<file path="config.mk">
export PLATFORM = sky130hd
export DESIGN_NAME = planar_odometry_integrator_unit
export DESIGN_NICKNAME = d
export VERILOG_FILES = /design/src/sv/poi_pkg.sv /design/src/sv/poi_cordic.sv /design/src/sv/planar_odometry_integrator_unit.sv
export SDC_FILE = /design/constraint.sdc
export NUM_CORES = 2
export LEC_CHECK = 0
export BUFFER_PORTS_ARGS = -buffer_cell sky130_fd_sc_hd__buf_2
export CORE_MARGIN = 1.5
export CORE_UTILIZATION = 50
export CTS_CLUSTER_SIZE = 10
export DETAILED_ROUTE_END_ITERATION = 10
export PLACE_DENSITY = 0.66
export SYNTH_ARGS = -nofsm -noshare
export SYNTH_HDL_FRONTEND = slang
export SYNTH_SLANG_ARGS = --single-unit
</file>
<file path="constraint.sdc">
create_clock -name i_clk -period 16.3 [get_ports i_clk]
set_input_delay 3.26 -clock i_clk [delete_from_list [all_inputs] [get_ports i_clk]]
set_output_delay 3.26 -clock i_clk [all_outputs]
set_load 0.05 [all_outputs]
</file>
<file path="src/sv/poi_pkg.sv">
`timescale 1ns / 1ps
package poi_pkg;

    typedef struct packed {
        logic signed [15:0] vel_x;
        logic signed [15:0] vel_y;
        logic signed [23:0] yaw_rate;
        logic        [15:0] elapsed;
    } t_in_item;

    typedef struct packed {
        logic signed [31:0] pos_x_out;
        logic signed [31:0] pos_y_out;
        logic        [31:0] heading_out;
        logic signed [15:0] quat_z;
        logic signed [15:0] quat_w;
    } t_out_item;

    localparam int MAX_TABLE = 30;
    localparam logic signed [33:0] GAIN_START = 34'sd652032874;

    // arctangent of 2^-i in binary-angle units
    function automatic logic [31:0] atan_lut(input logic [4:0] i);
        logic [31:0] r;
        case (i)
            5'd0:  r = 32'd536870912;
            5'd1:  r = 32'd316933406;
            5'd2:  r = 32'd167458907;
            5'd3:  r = 32'd85004756;
            5'd4:  r = 32'd42667331;
            5'd5:  r = 32'd21354465;
            5'd6:  r = 32'd10679838;
            5'd7:  r = 32'd5340245;
            5'd8:  r = 32'd2670163;
            5'd9:  r = 32'd1335087;
            5'd10: r = 32'd667544;
            5'd11: r = 32'd333772;
            5'd12: r = 32'd166886;
            5'd13: r = 32'd83443;
            5'd14: r = 32'd41722;
            5'd15: r = 32'd20861;
            5'd16: r = 32'd10430;
            5'd17: r = 32'd5215;
            5'd18: r = 32'd2608;
            5'd19: r = 32'd1304;
            5'd20: r = 32'd652;
            5'd21: r = 32'd326;
            5'd22: r = 32'd163;
            5'd23: r = 32'd81;
            5'd24: r = 32'd41;
            5'd25: r = 32'd20;
            5'd26: r = 32'd10;
            5'd27: r = 32'd5;
            5'd28: r = 32'd3;
            5'd29: r = 32'd1;
            default: r = 32'd0;
        endcase
        return r;
    endfunction

endpackage

</file>
<file path="src/sv/poi_cordic.sv">
`timescale 1ns / 1ps
module poi_cordic #(
    parameter int STEPS = 16
) (
    input  logic               i_clk,
    input  logic               i_rst_n,
    input  logic               i_start,
    input  logic [31:0]        i_angle,
    output logic               o_done,
    output logic signed [33:0] o_cos,
    output logic signed [33:0] o_sin
);
    import poi_pkg::*;

    localparam int NSTEP = (STEPS < MAX_TABLE) ? STEPS : MAX_TABLE;

    logic               r_busy, n_busy;
    logic [4:0]         r_i, n_i;
    logic [1:0]         r_q, n_q;
    logic signed [33:0] r_x, n_x, r_y, n_y;
    logic signed [32:0] r_z, n_z;
    logic               r_done, n_done;

    logic [31:0]        w_qa;
    logic signed [33:0] w_dx, w_dy;

    // fold quadrant and run one rotation per cycle
    always_comb begin
        w_qa   = i_angle + 32'h2000_0000;
        w_dx   = r_y >>> r_i;
        w_dy   = r_x >>> r_i;
        n_busy = r_busy;
        n_i    = r_i;
        n_q    = r_q;
        n_x    = r_x;
        n_y    = r_y;
        n_z    = r_z;
        n_done = 1'b0;
        if (i_start) begin
            n_busy = 1'b1;
            n_i    = 5'd0;
            n_q    = w_qa[31:30];
            n_x    = GAIN_START;
            n_y    = '0;
            n_z    = 33'(signed'(i_angle - {w_qa[31:30], 30'd0}));
        end else if (r_busy) begin
            if (r_i == 5'(NSTEP)) begin
                n_busy = 1'b0;
                n_done = 1'b1;
            end else begin
                if (!r_z[32]) begin
                    n_x = r_x - w_dx;
                    n_y = r_y + w_dy;
                    n_z = r_z - 33'(atan_lut(r_i));
                end else begin
                    n_x = r_x + w_dx;
                    n_y = r_y - w_dy;
                    n_z = r_z + 33'(atan_lut(r_i));
                end
                n_i = r_i + 5'd1;
            end
        end
    end

    always_ff @(posedge i_clk) begin
        if (!i_rst_n) begin
            r_busy <= 1'b0;
            r_done <= 1'b0;
        end else begin
            r_busy <= n_busy;
            r_done <= n_done;
        end
        r_i <= n_i;
        r_q <= n_q;
        r_x <= n_x;
        r_y <= n_y;
        r_z <= n_z;
    end

    // unfold by quadrant
    always_comb begin
        case (r_q)
            2'd0:    begin o_cos = r_x;  o_sin = r_y;  end
            2'd1:    begin o_cos = -r_y; o_sin = r_x;  end
            2'd2:    begin o_cos = -r_x; o_sin = -r_y; end
            default: begin o_cos = r_y;  o_sin = -r_x; end
        endcase
    end
    assign o_done = r_done;

endmodule

</file>
<file path="src/sv/planar_odometry_integrator_unit.sv">
`timescale 1ns / 1ps
// Planar dead-reckoning odometry integrator.
// Input channel i_valid/o_ready carries one tick (velocities, yaw rate,
// elapsed time); output channel o_valid/i_ready carries the new pose.
// Each tick rotates the body velocity by the held heading, scales it by
// elapsed time, adds it to saturating Q16.16 x and y, advances the
// binary-angle heading, and gives sin/cos of half the new heading.
// Each tick is worked by two passes of one shared iterative CORDIC (one
// rotation per cycle), six shift-add products (one multiplier bit per
// cycle), a state that starts the second CORDIC pass and an output load.
// A new tick waits until the last one is loaded for output, as o_ready
// is high only while idle.
// Reset clears position and heading to zero and drops any transaction.
// When the receiver stalls the result holds in the output register; the
// next tick is still taken and worked, and waits at its end until the
// held result is delivered.
module planar_odometry_integrator_unit #(
    parameter int CORDIC_STEPS = 16
) (
    input  logic                i_clk,
    input  logic                i_rst_n,
    input  logic                i_valid,
    output logic                o_ready,
    input  poi_pkg::t_in_item   i_data,
    output logic                o_valid,
    input  logic                i_ready,
    output poi_pkg::t_out_item  o_data
);
    import poi_pkg::*;

    localparam logic [3:0] S_IDLE  = 4'd0;
    localparam logic [3:0] S_COR1  = 4'd1;
    localparam logic [3:0] S_M1    = 4'd2;
    localparam logic [3:0] S_M2    = 4'd3;
    localparam logic [3:0] S_M3    = 4'd4;
    localparam logic [3:0] S_M4    = 4'd5;
    localparam logic [3:0] S_PX    = 4'd6;
    localparam logic [3:0] S_PY    = 4'd7;
    localparam logic [3:0] S_HD    = 4'd8;
    localparam logic [3:0] S_COR2  = 4'd9;
    localparam logic [3:0] S_OUT   = 4'd10;

    logic [3:0]         r_st, n_st;
    logic signed [31:0] r_px, r_py;
    logic [31:0]        r_hd;
    t_in_item           r_in;
    t_out_item          r_out;
    logic               r_oval;
    logic signed [33:0] r_c, r_s;
    logic               w_start;
    logic [31:0]        w_ang;
    logic               w_done;
    logic signed [33:0] w_cos, w_sin;
    logic               w_free;

    // serial multiplier: r_acc += r_mcand when multiplier bit set
    logic signed [65:0] r_acc, r_mcand;
    logic [15:0]        r_mplier;
    logic [4:0]         r_cnt;
    logic               r_msign;
    logic signed [65:0] r_sum1, r_sum2;

    poi_cordic #(.STEPS(CORDIC_STEPS)) u_cordic (
        .i_clk   (i_clk),
        .i_rst_n (i_rst_n),
        .i_start (w_start),
        .i_angle (w_ang),
        .o_done  (w_done),
        .o_cos   (w_cos),
        .o_sin   (w_sin)
    );

    assign o_ready = (r_st == S_IDLE);
    assign o_valid = r_oval;
    assign o_data  = r_out;
    assign w_free  = !r_oval || i_ready;
    assign w_ang   = (r_st == S_HD) ? {1'b0, r_hd[31:1]} : r_hd;
    assign w_start = (r_st == S_IDLE && i_valid) || (r_st == S_HD);

    function automatic logic signed [31:0] sat_add(input logic signed [31:0] a,
                                                    input logic signed [65:0] p);
        logic signed [66:0] t;
        logic signed [66:0] v;
        t = (67'(p) + 67'sd137438953472) >>> 38;
        v = 67'(a) + t;
        if (v > 67'sd2147483647) return 32'sh7FFF_FFFF;
        if (v < -67'sd2147483648) return 32'sh8000_0000;
        return v[31:0];
    endfunction

    function automatic logic signed [15:0] to_q15(input logic signed [33:0] v);
        logic signed [34:0] r;
        r = (35'(v) + 35'sd16384) >>> 15;
        if (r > 35'sd32767) return 16'sh7FFF;
        if (r < -35'sd32768) return 16'sh8000;
        return r[15:0];
    endfunction

    // load a product: 16-bit multiplier, signed when sg, against a wide multiplicand
    task automatic load_mul(input logic [15:0] m, input logic signed [65:0] d,
                            input logic sg);
        r_mplier <= m;
        r_mcand  <= d;
        r_msign  <= sg;
        r_acc    <= '0;
        r_cnt    <= 5'd0;
    endtask

    always_comb begin
        n_st = r_st;
        unique case (r_st)
            S_IDLE: if (i_valid) n_st = S_COR1;
            S_COR1: if (w_done)  n_st = S_M1;
            S_M1:   if (r_cnt == 5'd16) n_st = S_M2;
            S_M2:   if (r_cnt == 5'd16) n_st = S_M3;
            S_M3:   if (r_cnt == 5'd16) n_st = S_M4;
            S_M4:   if (r_cnt == 5'd16) n_st = S_PX;
            S_PX:   if (r_cnt == 5'd16) n_st = S_PY;
            S_PY:   if (r_cnt == 5'd16) n_st = S_HD;
            S_HD:   n_st = S_COR2;
            S_COR2: if (w_done)  n_st = S_OUT;
            S_OUT:  if (w_free)  n_st = S_IDLE;
            default: n_st = S_IDLE;
        endcase
    end

    always_ff @(posedge i_clk) begin
        if (!i_rst_n) begin
            r_st   <= S_IDLE;
            r_px   <= '0;
            r_py   <= '0;
            r_hd   <= '0;
            r_oval <= 1'b0;
            r_cnt  <= 5'd16;
        end else begin
            r_st <= n_st;
            // hold the result until taken; load marks it valid
            if (r_st == S_OUT && w_free) r_oval <= 1'b1;
            else if (i_ready)            r_oval <= 1'b0;
            // advance one multiplier bit; top bit of signed multiplier subtracts
            if (r_cnt != 5'd16) begin
                if (r_mplier[0]) begin
                    if (r_cnt == 5'd15 && r_msign) r_acc <= r_acc - r_mcand;
                    else                           r_acc <= r_acc + r_mcand;
                end
                r_mplier <= {1'b0, r_mplier[15:1]};
                r_mcand  <= r_mcand <<< 1;
                r_cnt    <= r_cnt + 5'd1;
            end
            unique case (r_st)
                S_IDLE: if (i_valid) begin
                    r_in  <= i_data;
                end
                S_COR1: if (w_done) begin
                    r_c <= w_cos;
                    r_s <= w_sin;
                    load_mul(r_in.vel_x, 66'(w_cos), 1'b1);
                end
                S_M1: if (r_cnt == 5'd16) begin
                    r_sum1 <= r_acc;
                    load_mul(r_in.vel_y, 66'(r_s), 1'b1);
                end
                S_M2: if (r_cnt == 5'd16) begin
                    r_sum1 <= r_sum1 - r_acc;
                    load_mul(r_in.vel_x, 66'(r_s), 1'b1);
                end
                S_M3: if (r_cnt == 5'd16) begin
                    r_sum2 <= r_acc;
                    load_mul(r_in.vel_y, 66'(r_c), 1'b1);
                end
                S_M4: if (r_cnt == 5'd16) begin
                    r_sum2 <= r_sum2 + r_acc;
                    load_mul(r_in.elapsed, r_sum1, 1'b0);
                end
                S_PX: if (r_cnt == 5'd16) begin
                    r_px <= sat_add(r_px, r_acc);
                    load_mul(r_in.elapsed, r_sum2, 1'b0);
                end
                S_PY: if (r_cnt == 5'd16) begin
                    r_py <= sat_add(r_py, r_acc);
                    r_hd <= r_hd + 32'(40'(signed'(r_in.yaw_rate))
                                   * 40'(r_in.elapsed));
                end
                S_HD: ;
                S_COR2: if (w_done) begin
                    r_c <= w_cos;
                    r_s <= w_sin;
                end
                S_OUT: if (w_free) begin
                    r_out.pos_x_out   <= r_px;
                    r_out.pos_y_out   <= r_py;
                    r_out.heading_out <= r_hd;
                    r_out.quat_z      <= to_q15(r_s);
                    r_out.quat_w      <= to_q15(r_c);
                end
                default: ;
            endcase
        end
    end

endmodule
</file>
Word level (Yosys, flattened, before mapping)

Memory sizes are Yosys's and may differ from the RTL's. A register that Yosys moved wholly into a read port is not among the register bits.
Index checks and enable logic that the tools add are counted.

Register bits after elaboration: 765
ROM bits: 1,920
Word-level logic and storage cells: 250
Memories kept: 2

Memories:

| name            | words | width | rd ports | clocked after memory_dff | write ports | RTL line      | text |
|---|---|---|---|---|---|---|---|
| (no name shown) | 32    | 30    | 1        | 1                        | 0           | poi_pkg.sv:25 | `case (i)` |
| (no name shown) | 32    | 30    | 1        | 1                        | 0           | poi_pkg.sv:25 |  |

$add $sub $neg: 22
$mul: 1
Magnitude comparators: 8
Equality and inequality tests: 29
Shift operators: 2
Muxes and demuxes: 122
Bitwise gates (word level): 3
Reduce and logical (&&, ||, !) cells: 31

Operators by type and width:

| kind                                                             | number |
|---|---|
| 2-to-1 mux 66 bit                                                | 14 |
| 2-to-1 mux 32 bit                                                | 17 |
| case mux 66 bit (2 select lines)                                 | 3 |
| case mux 66 bit (5 select lines)                                 | 1 |
| 2-to-1 mux 16 bit                                                | 13 |
| case mux 34 bit (3 select lines)                                 | 2 |
| adder 66 bit                                                     | 2 |
| 2-to-1 mux 33 bit                                                | 4 |
| subtractor 66 bit                                                | 2 |
| adder 34 x 16 -> 35 bit (second input constant)                  | 2 |
| adder 34 bit                                                     | 2 |
| 2-to-1 mux 34 bit                                                | 2 |
| negator 34 bit                                                   | 2 |
| >>> shifter 34 x 5 -> 34 bit                                     | 2 |
| subtractor 34 bit                                                | 2 |
| adder 66 x 39 -> 67 bit (second input constant)                  | 1 |
| adder 32 x 29 -> 33 bit                                          | 2 |
| greater-than comparator 33 x 32 -> 1 bit (second input constant) | 2 |
| less-than comparator 33 x 32 -> 1 bit (second input constant)    | 2 |
| case mux 16 bit (4 select lines)                                 | 1 |
| 2-to-1 mux 1 bit                                                 | 45 |
| case mux 4 bit (11 select lines)                                 | 1 |
| greater-than comparator 20 x 16 -> 1 bit (second input constant) | 2 |
| less-than comparator 20 x 16 -> 1 bit (second input constant)    | 2 |
| other kinds (38)                                                 | 90 |

Depth between registers and ports, before layout

Depth after elaboration: 13
Gate-level depth with buffers: 29

Modules after synthesis

From an unflattened synthesis, not the netlist that was laid out.

Cell total of the unflattened synthesis: 8,780
Area, all modules: 76,249.4 um^2

By module, submodules not included:

| module                          | times used | cells an instance | area an instance (um^2) | sequential area each (um^2) |
|---|---|---|---|---|
| planar_odometry_integrator_unit | 1          | 6,110             | 55,709.7                | 18,607.8 |
| poi_cordic                      | 1          | 2,670             | 20,539.7                | 3,153.0 |

Worst setup path before layout

OpenSTA, ideal clock, no wires.

Kind: input port to flip-flop
Start: in i_rst_n
End: reg r_out (netlist bit o_data[0]), enable pin
Data arrival time: 13,083 ps
Slack: 2,418 ps
Stages: 3
Buffers on the path: 1
Cells stage by stage: clkbuf_1 -> clkinv_1 -> nor3b_1

Word-level cells in the longest chain between the ends: 1

RTL lines:

| what                          | RTL line                              | text |
|---|---|---|
| start: declaration            | planar_odometry_integrator_unit.sv:21 | `input logic i_rst_n,` |
| AND reduction 3 bit (no line) | --                                    |  |
| end: declaration              | planar_odometry_integrator_unit.sv:47 | `t_out_item r_out;` |

Every way passes these cells.
A chain may end at the register's enable or synchronous reset.

Worst setup path in the final report

Start: reg u_cordic.r_i[1]
End: reg u_cordic.r_y[33]

Word-level cells in the longest chain between the ends: 3

RTL lines:

| what                                                                 | RTL line                           | text |
|---|---|---|
| start: declaration                                                   | poi_cordic.sv:18                   | `logic [4:0] r_i, n_i;` |
| start signal: assignment                                             | poi_cordic.sv:73                   | `r_i <= n_i;` |
| >>> shifter 34 x 5 -> 34 bit / == test 5 bit (equally long branches) | poi_cordic.sv:31, poi_cordic.sv:47 |  |
| adder 34 bit, or another cell as far along                           | poi_cordic.sv:53                   | `n_y = r_y + w_dy;` |
| 2-to-1 mux 34 bit / AND reduction 2 bit (equally long branches)      | --                                 |  |
| end signal: assignment                                               | poi_cordic.sv:76                   | `r_y <= n_y;` |
| end: declaration                                                     | poi_cordic.sv:20                   | `logic signed [33:0] r_x, n_x, r_y, n_y;` |

Parallel ways exist; a longest one is shown, timed or not.

==> insert_results.sql <==
INSERT INTO impl_metrics (metric_group, metric, value, unit) VALUES
('run_status', 'status', 'finished clean', ''),
('placed_design', 'port_buffers', '205', ''),
('grt', 'grt_use_total', '29.8', '%'),
('timing', 'timing.final.setup_violations', '0', ''),
('yosys', 'flip_flop_and_latch_count_after_synthesis', '795', ''),
('detailed_routing', 'per_cell_via_count_in_the_routed_design', '6.15', ''),
('cts', 'hold_buffers', '0', ''),
('timing', 'rsz0062_at_grt', 'false', ''),
('floorplanning', 'dieWidth', '390', 'um'),
('grt', 'total_congestion_overflow_after_global_routing', '0', ''),
('yosys', 'syn-num-nets', '9363', ''),
('cts', 'cts.repair_timing.setup_buffer_count', '0', ''),
('placed_design', 'globalplace.congestion', '0.963', ''),
('min_path', 'min-delay-path-class', 'flip-flop to flip-flop', ''),
('timing', 'final.setup_skew', '0.0797', 'ns'),
('layout', 'layout.cells.most_common', 'nand2_1', ''),
('yosys', 'synth_top_flop_cell', 'edfxtp_1', ''),
('detailed_routing', 'first_pass_iters', '7', ''),
('layout', 'diodes', '0', ''),
('timing', 'post_route_setup_tns', '0', 'ns'),
('detailed_routing', 'antenna_left', '0', ''),
('yosys', 'yosys.cell_types.count', '107', ''),
('layout', 'final_nets', '9243', ''),
('floorplanning', 'design.core.area', '148000', 'um2'),
('yosys', 'syn-instance-count', '8484', ''),
('cts', 'worst_setup_hold_path_clk_slew', '0.06', 'ns'),
('timing', 'final_hold_violations', '0', ''),
('cts', 'cts-resized-gates', '0', ''),
('critical_path', 'worst_setup_path_end_kind', 'flip-flop', ''),
('critical_path', 'rrSetupSlack', '8.78', 'ns'),
('detailed_routing', 'detailroute.via_count', '63800', ''),
('cts', 'cts_root_buf', 'clkbuf_16', ''),
('yosys', 'number_of_flops_mapped_to_enable_cells_by_yosys', '584', ''),
('yosys', 'syn-cell-area', '74800', 'um2'),
('timing', 'maxClockFrequency', '133', 'MHz'),
('detailed_routing', 'drc_errors', '0', ''),
('grt', 'grt_start_max_net_pins', '167', ''),
('yosys', 'register_area_share_after_synthesis', '29.1', '%'),
('flow_run', 'drv.max_cap_violation_count', '0', ''),
('floorplanning', 'die_area', '152000', 'um2'),
('cts', 'cts-root-to-sink-buffers', '3', ''),
('critical_path', 'crit_required', '16.90', 'ns'),
('grt', 'wire_length_of_the_first_global_routing_pass', '358000', 'um'),
('detailed_routing', 'totalWireLength', '228000', 'um'),
('layout', 'layout-drive-gt1-share', '7.98', '%'),
('floorplanning', 'io-pin-count', '206', ''),
('layout', 'final_cell_mix', 'nand2_1, a21oi_1, o21ai_0', ''),
('yosys', 'synth.top_cells.by_area', 'edfxtp_1, fa_1, ha_1', ''),
('yosys', 'synth_top_area_share', '23.4', '%'),
('critical_path', 'worst_setup_path_start_kind', 'flip-flop', ''),
('cts', 'worst_skew_pair.late_latency', '0.77', 'ns'),
('timing', 'period_minus_slack', '7.52', 'ns'),
('timing', 'layout_worst_path_cycle_share', '46.1', '%'),
('cts', 'clock_sink_count', '795', ''),
('timing', 'worst_slew_margin', '13.6', '%'),
('critical_path', 'path_max_fanout', '56', ''),
('detailed_routing', 'drt-wirelength-per-cell', '22.0', 'um'),
('placed_design', 'dp.final_hpwl', '171000', 'um'),
('grt', 'vias_in_the_first_global_route', '62000', ''),
('cts', 'clock_tree.htree_level_count', '3', ''),
('yosys', 'synth_area_leader_cell', 'edfxtp_1', ''),
('cts', 'cts_tree', 'yes', ''),
('yosys', 'post_synth.cell_area_avg', '8.82', 'um2'),
('grt', 'antenna_found_initial', '8', ''),
('critical_path', 'path_type_of_the_worst_setup_path', 'flip-flop to flip-flop', ''),
('layout', 'areaGrowthSynthToFinish', '7.18', '%'),
('yosys', 'ys_warnings', '0', ''),
('floorplanning', 'die_h', '390', 'um'),
('detailed_routing', 'drt_iter0_markers', '6579', ''),
('cts', 'cts_inserted_buffers', '100', ''),
('timing', 'tightestPinTransition', '1.28', 'ns'),
('floorplanning', 'floorplan.initialDensity', '50.5', '%'),
('yosys', 'async_reset_ff_share', '0', '%'),
('floorplanning', 'placementRows', '141', ''),
('critical_path', 'critPathArrivalTime', '8.11', 'ns'),
('timing', 'finalMaxSlewViolations', '0', '');
[metrics by stage]
stage / area (um2) / util (%) / hold slack, ns / cells / worst slack (ns)
6_report: 80200 / 54.1 / 0.465 / 10400 / 8.78
3_3_place_gp: 76900 / 51.9 / 0.448 / 10200 / 8.93
4_1_cts: 80200 / 54.1 / 0.464 / 10400 / 8.81
2_1_floorplan: 74800 / - / 0.431 / 8484 / 2.42
5_1_grt: 80200 / 54.1 / 0.481 / 10400 / 8.08
3_5_place_dp: 76900 / 51.9 / 0.451 / 10200 / 8.84
[registers in the layout, indices dropped and copies added (netlist names), 2 cells and up, named ones only]
signal,flops
r_py,32
r_sum2,66
r_hd,32
o_data,128
u_cordic.r_i,5
r_cnt,5
r_s,34
r_c,34
r_acc,66
r_mcand,66
r_st,4
u_cordic.r_y,34
u_cordic.r_q,2
r_sum1,66
r_in,72
r_mplier,16
u_cordic.r_x,34
u_cordic.r_z,33
r_px,32
[final timing paths]
check,startpoint,endpoint,cells after the start
setup / recovery,u_cordic.r_i[1],u_cordic.r_y[33],21
hold / removal,r_px[11],o_data[107],0
hold reg to reg,r_px[11],o_data[107],0
setup reg to reg,u_cordic.r_i[1],u_cordic.r_y[33],21
[cells in the mapped netlist, types with 29 or more instances]
cell type and count:
nand2_1 1041, a21oi_1 737, o21ai_0 666, inv_1 650
edfxtp_1 584, ha_1 464, nor2_1 448, clkbuf_1 421
xnor2_1 386, fa_1 339, xor2_1 278, a21o_1 211
dfxtp_1 211, and2_1 190, nand3_1 140, nor3_1 108
mux4_2 99, a31oi_1 93, mux2i_1 92, nand2b_1 82
nor2b_1 72, a221oi_1 71, nand4_1 66, a211oi_1 62
a22oi_1 59, and3_1 59, o21a_1 52, or3_1 52
o21bai_1 51, o211ai_1 47, o31ai_1 40, o22ai_1 37
nor4_1 32, buf_1 31, a2bb2oi_2 30, maj3_1 29
[logic make-up (layout without fill, tap and decap cells)]
logic type / Yosys count / in the layout / share of synthesized area, %
AOI/OAI and AO/OA: 2395 / 2395 / 20.0
xor gates and xnor gates: 664 / 664 / 7.77
adders and majority gates: 832 / 832 / 17.2
buffers and inverters: 1154 / 1116 / 6.02
DFF: 795 / 795 / 29.1
muxes: 220 / 220 / 4.67
and+or+nand+nor: 2424 / 2424 / 15.2
[critical path, cell delays in order, from the launching register on]
cell	delay [ns]
dfxtp_4	0.84
buf_4	0.76
mux4_2	0.62
mux2i_1	0.46
o2bb2a_1	0.32
a221oi_2	0.32
and3_1	0.25
nand3_1	0.23
nor3_1	0.50
a41oi_1	0.22
xnor2_1	0.18
ha_1	0.40
nand3_1	0.08
or2_2	0.27
o31ai_1	0.57
a41oi_1	0.27
a21oi_1	0.34
a221oi_1	0.16
a21oi_1	0.20
xnor2_1	0.14
nor2_1	0.07
mux2i_1	0.14
[layer usage]
| layer | track usage (%) | vias up | part of all wire, % |
|---|---|---|---|
| li1 | - | 29900 | - |
| met1 | 41.3 | 31200 | 43 |
| met2 | 47.8 | 2362 | 46 |
| met3 | 4.13 | 417 | 7.4 |
| met4 | 10.0 | 0 | 3.5 |
| met5 | 0 | - | 0 |
[cell type report]
class	count	area, um2
well taps	1930	2410
inverters	656	2460
fillers	13500	68000
repair buffers	276	1580
flip-flops and latches	795	21800
clock buffers	153	2860
clock inverters	31	399
multi-input cells	6535	48700
Power is left out: the tool's default activity adds up to more than one toggle a clock period on the data nets, which glitch-free logic cannot reach.
